--- src/rtl/core/url_percent_decode_dot_strip_macros.svh ---
// assertion macros shared by the rtl
`ifndef URL_PERCENT_DECODE_DOT_STRIP_MACROS_SVH
`define URL_PERCENT_DECODE_DOT_STRIP_MACROS_SVH

`ifndef SYNTH

// condition holds on every rising clock edge out of reset
`define UPDDS_ASSERT(lbl, clk, rst_n, cond) \
    lbl: assert property (@(posedge clk) disable iff (!rst_n) (cond)) \
        else $error("assertion failed");

// same cycle implication
`define UPDDS_ASSERT_IMP(lbl, clk, rst_n, ante, cons) \
    lbl: assert property (@(posedge clk) disable iff (!rst_n) (ante) |-> (cons)) \
        else $error("assertion failed");

// next cycle implication
`define UPDDS_ASSERT_NEXT(lbl, clk, rst_n, ante, cons) \
    lbl: assert property (@(posedge clk) disable iff (!rst_n) (ante) |=> (cons)) \
        else $error("assertion failed");

`else

`define UPDDS_ASSERT(lbl, clk, rst_n, cond)
`define UPDDS_ASSERT_IMP(lbl, clk, rst_n, ante, cons)
`define UPDDS_ASSERT_NEXT(lbl, clk, rst_n, ante, cons)

`endif

`endif

--- src/rtl/core/updds_pkg.sv ---
package updds_pkg;

    // scan modes
    localparam logic [2:0] MODE_IDLE = 3'd0;
    localparam logic [2:0] MODE_DOT1 = 3'd1;
    localparam logic [2:0] MODE_DOT2 = 3'd2;
    localparam logic [2:0] MODE_ESC1 = 3'd3;
    localparam logic [2:0] MODE_ESC2 = 3'd4;

    // characters
    localparam logic [7:0] CHAR_PCT   = 8'h25;
    localparam logic [7:0] CHAR_DOT   = 8'h2E;
    localparam logic [7:0] CHAR_SLASH = 8'h2F;

    // most beats one input byte can cause
    localparam int MaxOut = 3;

    typedef struct packed {
        logic [2:0] mode;
        logic [3:0] hi_nib;
        logic       hi_nib_valid;
    } scan_state_t;

    // result beats caused by one input byte
    typedef struct packed {
        logic [MaxOut-1:0][7:0] bytes;
        logic [1:0]             cnt;
        logic                   bare;
        logic                   eou;
    } out_group_t;

    // hex digit decode: {valid, value}
    function automatic logic [4:0] hex_decode(input logic [7:0] c);
        logic [7:0] d;
        logic [4:0] r;
        begin
            r = 5'd0;
            if (c >= 8'h30 && c <= 8'h39)
            begin
                d = c - 8'h30;
                r = {1'b1, d[3:0]};
            end
            else if (c >= 8'h61 && c <= 8'h66)
            begin
                d = c - 8'h57;
                r = {1'b1, d[3:0]};
            end
            else if (c >= 8'h41 && c <= 8'h46)
            begin
                d = c - 8'h37;
                r = {1'b1, d[3:0]};
            end
            return r;
        end
    endfunction

endpackage

--- src/rtl/core/url_percent_decode_dot_strip.sv ---
// channel  | handshake           | payload
// ---------+---------------------+--------------------------------
// in       | in_valid, in_stall  | in_byte, is_last
// out      | out_valid, out_stall| out_byte, has_byte, end_of_url
//
// one input beat is decided per cycle while in_stall is low; its zero to three
// result beats sit in an output group register and leave one per cycle
// a beat that yields one result streams at one beat per cycle while out_stall
// is low, a group of two or three holds in_stall high until its last beat leaves
// rst_n clears the scan state and empties the group register
// out_stall holds the current result beat and backs up into in_stall
`include "url_percent_decode_dot_strip_macros.svh"

module url_percent_decode_dot_strip (
    input  logic       clk,
    input  logic       rst_n,
    input  logic       in_valid,
    output logic       in_stall,
    input  logic [7:0] in_byte,
    input  logic       is_last,
    output logic       out_valid,
    input  logic       out_stall,
    output logic [7:0] out_byte,
    output logic       has_byte,
    output logic       end_of_url
);

    updds_pkg::scan_state_t state_reg;
    updds_pkg::scan_state_t state_next;
    updds_pkg::out_group_t  group;

    logic [updds_pkg::MaxOut-1:0][7:0] bytes_reg;
    logic [1:0]                        cnt_reg;
    logic                              bare_reg;
    logic                              eou_reg;
    logic                              in_take;
    logic                              out_take;

    updds_decode u_decode (
        .state      (state_reg),
        .in_byte    (in_byte),
        .is_last    (is_last),
        .state_next (state_next),
        .group      (group)
    );

    // handshakes
    assign out_valid = (cnt_reg != 2'd0);
    assign out_take  = out_valid && !out_stall;
    assign in_stall  = (cnt_reg != 2'd0) && !(out_take && (cnt_reg == 2'd1));
    assign in_take   = in_valid && !in_stall;

    // result beat at the head of the group
    assign out_byte   = bytes_reg[0];
    assign has_byte   = !bare_reg;
    assign end_of_url = eou_reg && (cnt_reg == 2'd1);

    // scan state
    always_ff @(posedge clk or negedge rst_n)
    begin
        if (!rst_n)
            state_reg <= '0;
        else if (in_take)
            state_reg <= state_next;
    end

    // group count
    always_ff @(posedge clk or negedge rst_n)
    begin
        if (!rst_n)
            cnt_reg <= 2'd0;
        else if (in_take)
            cnt_reg <= group.cnt;
        else if (out_take)
            cnt_reg <= cnt_reg - 2'd1;
    end

    // group payload, shifted toward the head as beats leave
    always_ff @(posedge clk)
    begin
        if (in_take)
        begin
            bytes_reg <= group.bytes;
            bare_reg  <= group.bare;
            eou_reg   <= group.eou;
        end
        else if (out_take)
        begin
            bytes_reg <= {8'd0, bytes_reg[updds_pkg::MaxOut-1:1]};
        end
    end

    // checks
    `UPDDS_ASSERT_IMP(a_bare_is_end, clk, rst_n, out_valid && !has_byte, end_of_url && (out_byte == 8'd0))
    `UPDDS_ASSERT_IMP(a_burst_stalls_in, clk, rst_n, cnt_reg > 2'd1, in_stall)
    `UPDDS_ASSERT_NEXT(a_last_clears, clk, rst_n, in_valid && !in_stall && is_last, (state_reg.mode == updds_pkg::MODE_IDLE) && !state_reg.hi_nib_valid)

endmodule

--- src/rtl/core/updds_decode.sv ---
module updds_decode (
    input  updds_pkg::scan_state_t state,
    input  logic [7:0]             in_byte,
    input  logic                   is_last,
    output updds_pkg::scan_state_t state_next,
    output updds_pkg::out_group_t  group
);

    logic [updds_pkg::MaxOut-1:0][7:0] slots;
    logic [1:0]                        cnt;
    logic                              fresh;
    logic [4:0]                        hex;
    updds_pkg::scan_state_t            st;

    assign hex = updds_pkg::hex_decode(in_byte);

    // decide one byte against the held state
    always_comb
    begin
        slots = '0;
        cnt   = 2'd0;
        fresh = 1'b0;
        st    = state;

        unique case (state.mode)
            updds_pkg::MODE_DOT1:
            begin
                if (in_byte == updds_pkg::CHAR_SLASH)
                begin
                    st.mode = updds_pkg::MODE_IDLE;
                end
                else if (in_byte == updds_pkg::CHAR_DOT)
                begin
                    st.mode = updds_pkg::MODE_DOT2;
                end
                else
                begin
                    slots[cnt] = updds_pkg::CHAR_DOT;
                    cnt        = cnt + 2'd1;
                    fresh      = 1'b1;
                end
            end
            updds_pkg::MODE_DOT2:
            begin
                if (in_byte == updds_pkg::CHAR_SLASH)
                begin
                    st.mode = updds_pkg::MODE_IDLE;
                end
                else if (in_byte == updds_pkg::CHAR_DOT)
                begin
                    slots[cnt] = updds_pkg::CHAR_DOT;
                    cnt        = cnt + 2'd1;
                end
                else
                begin
                    slots[cnt] = updds_pkg::CHAR_DOT;
                    cnt        = cnt + 2'd1;
                    slots[cnt] = updds_pkg::CHAR_DOT;
                    cnt        = cnt + 2'd1;
                    fresh      = 1'b1;
                end
            end
            updds_pkg::MODE_ESC1:
            begin
                st.hi_nib       = hex[3:0];
                st.hi_nib_valid = hex[4];
                st.mode         = updds_pkg::MODE_ESC2;
            end
            updds_pkg::MODE_ESC2:
            begin
                if (!state.hi_nib_valid)
                    slots[cnt] = 8'd0;
                else if (hex[4])
                    slots[cnt] = {state.hi_nib, hex[3:0]};
                else
                    slots[cnt] = {4'd0, state.hi_nib};
                cnt             = cnt + 2'd1;
                st.hi_nib       = 4'd0;
                st.hi_nib_valid = 1'b0;
                st.mode         = updds_pkg::MODE_IDLE;
            end
            default:
            begin
                fresh = 1'b1;
            end
        endcase

        // byte seen with no dot or escape pending, or after held dots are flushed
        if (fresh)
        begin
            if (in_byte == updds_pkg::CHAR_PCT)
            begin
                st.mode = updds_pkg::MODE_ESC1;
            end
            else if (in_byte == updds_pkg::CHAR_DOT)
            begin
                st.mode = updds_pkg::MODE_DOT1;
            end
            else
            begin
                st.mode    = updds_pkg::MODE_IDLE;
                slots[cnt] = in_byte;
                cnt        = cnt + 2'd1;
            end
        end

        // flush a cut escape at the end and drop held dots
        if (is_last)
        begin
            if (st.mode == updds_pkg::MODE_ESC1)
            begin
                slots[cnt] = 8'd0;
                cnt        = cnt + 2'd1;
            end
            else if (st.mode == updds_pkg::MODE_ESC2)
            begin
                slots[cnt] = st.hi_nib_valid ? {4'd0, st.hi_nib} : 8'd0;
                cnt        = cnt + 2'd1;
            end
            st.mode         = updds_pkg::MODE_IDLE;
            st.hi_nib       = 4'd0;
            st.hi_nib_valid = 1'b0;
        end
    end

    // bare end marker when an end beat carries no byte
    assign state_next  = st;
    assign group.bytes = slots;
    assign group.bare  = is_last && (cnt == 2'd0);
    assign group.cnt   = (is_last && (cnt == 2'd0)) ? 2'd1 : cnt;
    assign group.eou   = is_last;

endmodule
--- config.mk ---
export PLATFORM = sky130hd
export DESIGN_NAME = url_percent_decode_dot_strip
export DESIGN_NICKNAME = d
export VERILOG_FILES = /design/src/rtl/core/updds_pkg.sv /design/src/rtl/core/url_percent_decode_dot_strip.sv /design/src/rtl/core/updds_decode.sv
export VERILOG_INCLUDE_DIRS = /design/src /design/src/rtl/core
export SDC_FILE = /design/constraint.sdc
export NUM_CORES = 1
export LEC_CHECK = 0
export ABC_AREA = 1
export ABC_CLOCK_PERIOD_IN_PS = 4050
export BUFFER_PORTS_ARGS = -buffer_cell sky130_fd_sc_hd__buf_4
export CAP_MARGIN = 10
export CORE_UTILIZATION = 40
export DETAILED_ROUTE_END_ITERATION = 10
export GPL_TIMING_DRIVEN = 0
export SETUP_SLACK_MARGIN = 0.05
export SYNTH_ARGS = -nofsm -noshare
export SYNTH_HDL_FRONTEND = slang
export SYNTH_SLANG_ARGS = --single-unit
--- constraint.sdc ---
create_clock -name clk -period 4.05 [get_ports clk]
set_input_delay 0.2025 -clock clk [delete_from_list [all_inputs] [get_ports clk]]
set_output_delay 0.2025 -clock clk [all_outputs]
set_load 0.05 [all_outputs]
==> metrics.yaml <==
grt_overflow: 0
synth_xor_area_share_pct: 0
cp-start-kind: "flop"
finalMaxSlewViolations: 0
post_cts_buffers: 0
arrival_ns: 3.12
drt_iter0_drc: 174
fp.coreArea_um2: 6490
netlist_instances: 363
die-area_um2: 7190
cp-end-kind: "flop"
clock_latency_ns: 0.30
wl_mm: 6.78
synth_top_family_by_area: "simple AND/OR/NAND/NOR gates"
syn_nets: 388
critical_path.most_common_cell: "inv_1"
clk_path_buf_depth: 2
setup_tns_ns: 0
grt_pass1_wl_mm: 11.2
io_pins: 25
worst_pin_slew_ns: 0.936
grt_setup_unrepaired: "no"
finClkSkew_ns: 0.00593
pwr_density_cell_nw_per_um2: 546
slowest_delay_ns: 0.48
final_core_util_pct: 47.7
clk_pin_slew_worst_paths_ns: 0.08
die_x_um: 84.8
path_cells: "nor3_4, inv_2, nor2_2, inv_1, ha_1, nand2_2, nand2_2, inv_1, ha_1, inv_1, nor2_1, nand2_1, a21oi_1, inv_1, o211ai_1, nand2_1, nand2_1"
crit_type: "reg -> reg"
syn_area_per_cell_um2: 7.55
cp.required_ns: 4.22
pwr-share-seq_pct: 37.2
setup_viol: 0
layout_commonest_cell: "nand2_1"
final_cell_mix: "nand2_1, inv_1, buf_4, nand3_1, edfxtp_1"
p_leak_uw: 0.00145
diodes: 0
grt_use_total_pct: 20.5
ys_types: 36
nFillCells: 671
slowest_stage: "dfrtp_1"
pwr-share-comb_pct: 47.0
largest_reg_flops: 16
grt_pass1_vias: 2342
io_buffers: 22
synth-edff-count: 26
failed_checks: "design-rule violations"
routed_via_density: 5.20
irDropWorstVdd_mv: 0.160
synth_mux_area_share_pct: 0.365
fin_crit_sh_pct: 72.7
dr.pass1.iters: 8
cts_buffers: 5
ys_warn_count: 0
relSlewSlack_pct: 37.5
dp_hpwl_mm: 5.37
gp_congestion: 0.937
synth-compound-area-share_pct: 10.8
synth-simple-area-share_pct: 35.3
fmax_mhz: 340
synth_area_um2: 2740
fin_crit_ns: 2.94
ctsHtreeMaxLevel: 2
drive_gt1_share_pct: 21.3
synth_seq_area_share_pct: 37.6
hold_class: "in -> reg"
hold_violations: 0
synth_seq_cells: 36
fp-row-count: 29
cts_tree: "yes"
r2r_setup_slack_ns: 1.11
syn2layout_area_growth_pct: 13.1
antenna_found_initial: 0
ant_nets: 0
ys.flop_type: "edfxtp_1"
p_sw_uw: 732
grt_max_degree: 26
vias: 2450
swShare_pct: 43.3
final_nets: 418
ctsResizeCount: 0
power.internal_uw: 961
path_max_fanout: 5
clock-sinks: 36
die_h_um: 84.8
outcome: "finished with violations"
synthArstFlopShare_pct: 27.8
drc: 4
pwr-share-clk_pct: 15.8
initial_core_util_pct: 42.2
maxCapViolCount: 0
wire_per_inst_um: 14.4
cts_root_buffer: "clkbuf_8"
synth_fa_ha_area_share_pct: 5.48
-- critical path, delay by kind of cell (launching register included) --
kind	cells	cell delay (ns)
compound gates	2	0.30
flops	1	0.48
buf+inv	5	0.39
simple gates	8	1.23
fa+ha+maj	2	0.42
-- metal layers --
| layer | global-route usage (%) | share of wire (%) | up-vias |
|---|---|---|---|
| met3 | 3.74 | 6.2 | 17 |
| met5 | 0 | 0 | - |
| met4 | 6.93 | 2.8 | 0 |
| met1 | 26.6 | 45 | 1122 |
| li1 | - | - | 1236 |
| met2 | 34.3 | 46 | 75 |
-- worst paths after layout --
| path | startpoint | to | cells past startpoint |
|---|---|---|---|
| setup / recovery | state_reg[5] | bytes_reg[10] | 17 |
| hold / removal | is_last | eou_reg | 1 |
| setup reg to reg | state_reg[5] | bytes_reg[10] | 17 |
| hold reg to reg | bytes_reg[17] | bytes_reg[9] | 2 |
| max in group asynchronous | rst_n | cnt_reg[0] | 2 |
| min in group asynchronous | rst_n | state_reg[5] | 2 |
-- metrics by stage --
stage	total power, uW	instances	hold WS, ns	worst slack, ns	cell area, um^2
after floorplan	1220	363	-0.0931	1.56	2740
after global placement	1420	462	0.0390	1.10	3000
after detailed placement	1440	462	0.0417	1.02	3000
after CTS	1700	471	0.135	1.11	3100
after global routing	1790	471	0.137	0.831	3100
final	1690	471	0.135	1.11	3100
-- Yosys cell counts, types with 2 or more instances --
master	count	area (um^2)
o211ai_1	2	15.0
buf_4	9	67.6
buf_2	3	15.0
nor2_4	4	45.0
a21oi_2	2	17.5
inv_2	8	30.0
nand3_1	26	130
nand4_1	5	31.3
nor2_1	22	82.6
o21ai_0	21	105
o21ai_2	2	17.5
ha_1	12	150
nand3_2	7	70.1
dfrtp_1	10	250
nand2_4	3	33.8
a21oi_1	13	65.1
nor2_2	4	25.0
nand2_2	6	37.5
o21ai_1	5	25.0
inv_1	39	146
o22ai_1	4	25.0
edfxtp_1	26	781
nand2_1	117	439
-- cells by family (layout without fill, tap and decap cells) --
logic type      after synthesis  in the layout
compound gates               52             52
fa+ha+maj                    12             12
buf+inv                      63             94
flops                        36             36
mux                           1              1
simple gates                199            199
-- power groups by stage --
stage          clock network [uW]  logic (uW)  registers, uW
2_1_floorplan                   0         597            626
5_1_grt                       279         870            643
3_3_place_gp                    0         791            634
6_report                      268         796            629
4_1_cts                       270         800            631
3_5_place_dp                    0         798            639
-- timing repair --
action / CTS / global route
hold endpoints to repair: 10 / 0
setup endpoints to repair: 0 / 0
hold buffers: 1 / 0
-- layout make-up --
class | instances | area, um^2 | area share, %
repair buffers | 23 | 175 | 5.65
plain buffers | 15 | 101 | 3.27
inverters | 48 | 185 | 5.97
flip-flops and latches | 36 | 1030 | 33.3
multi-input cells | 264 | 1420 | 45.9
clock inverters | 3 | 18.8 | 0.605
well taps | 77 | 96.3 | 3.11
clock buffers | 5 | 68.8 | 2.22
Power figures use the tool's default switching activity.
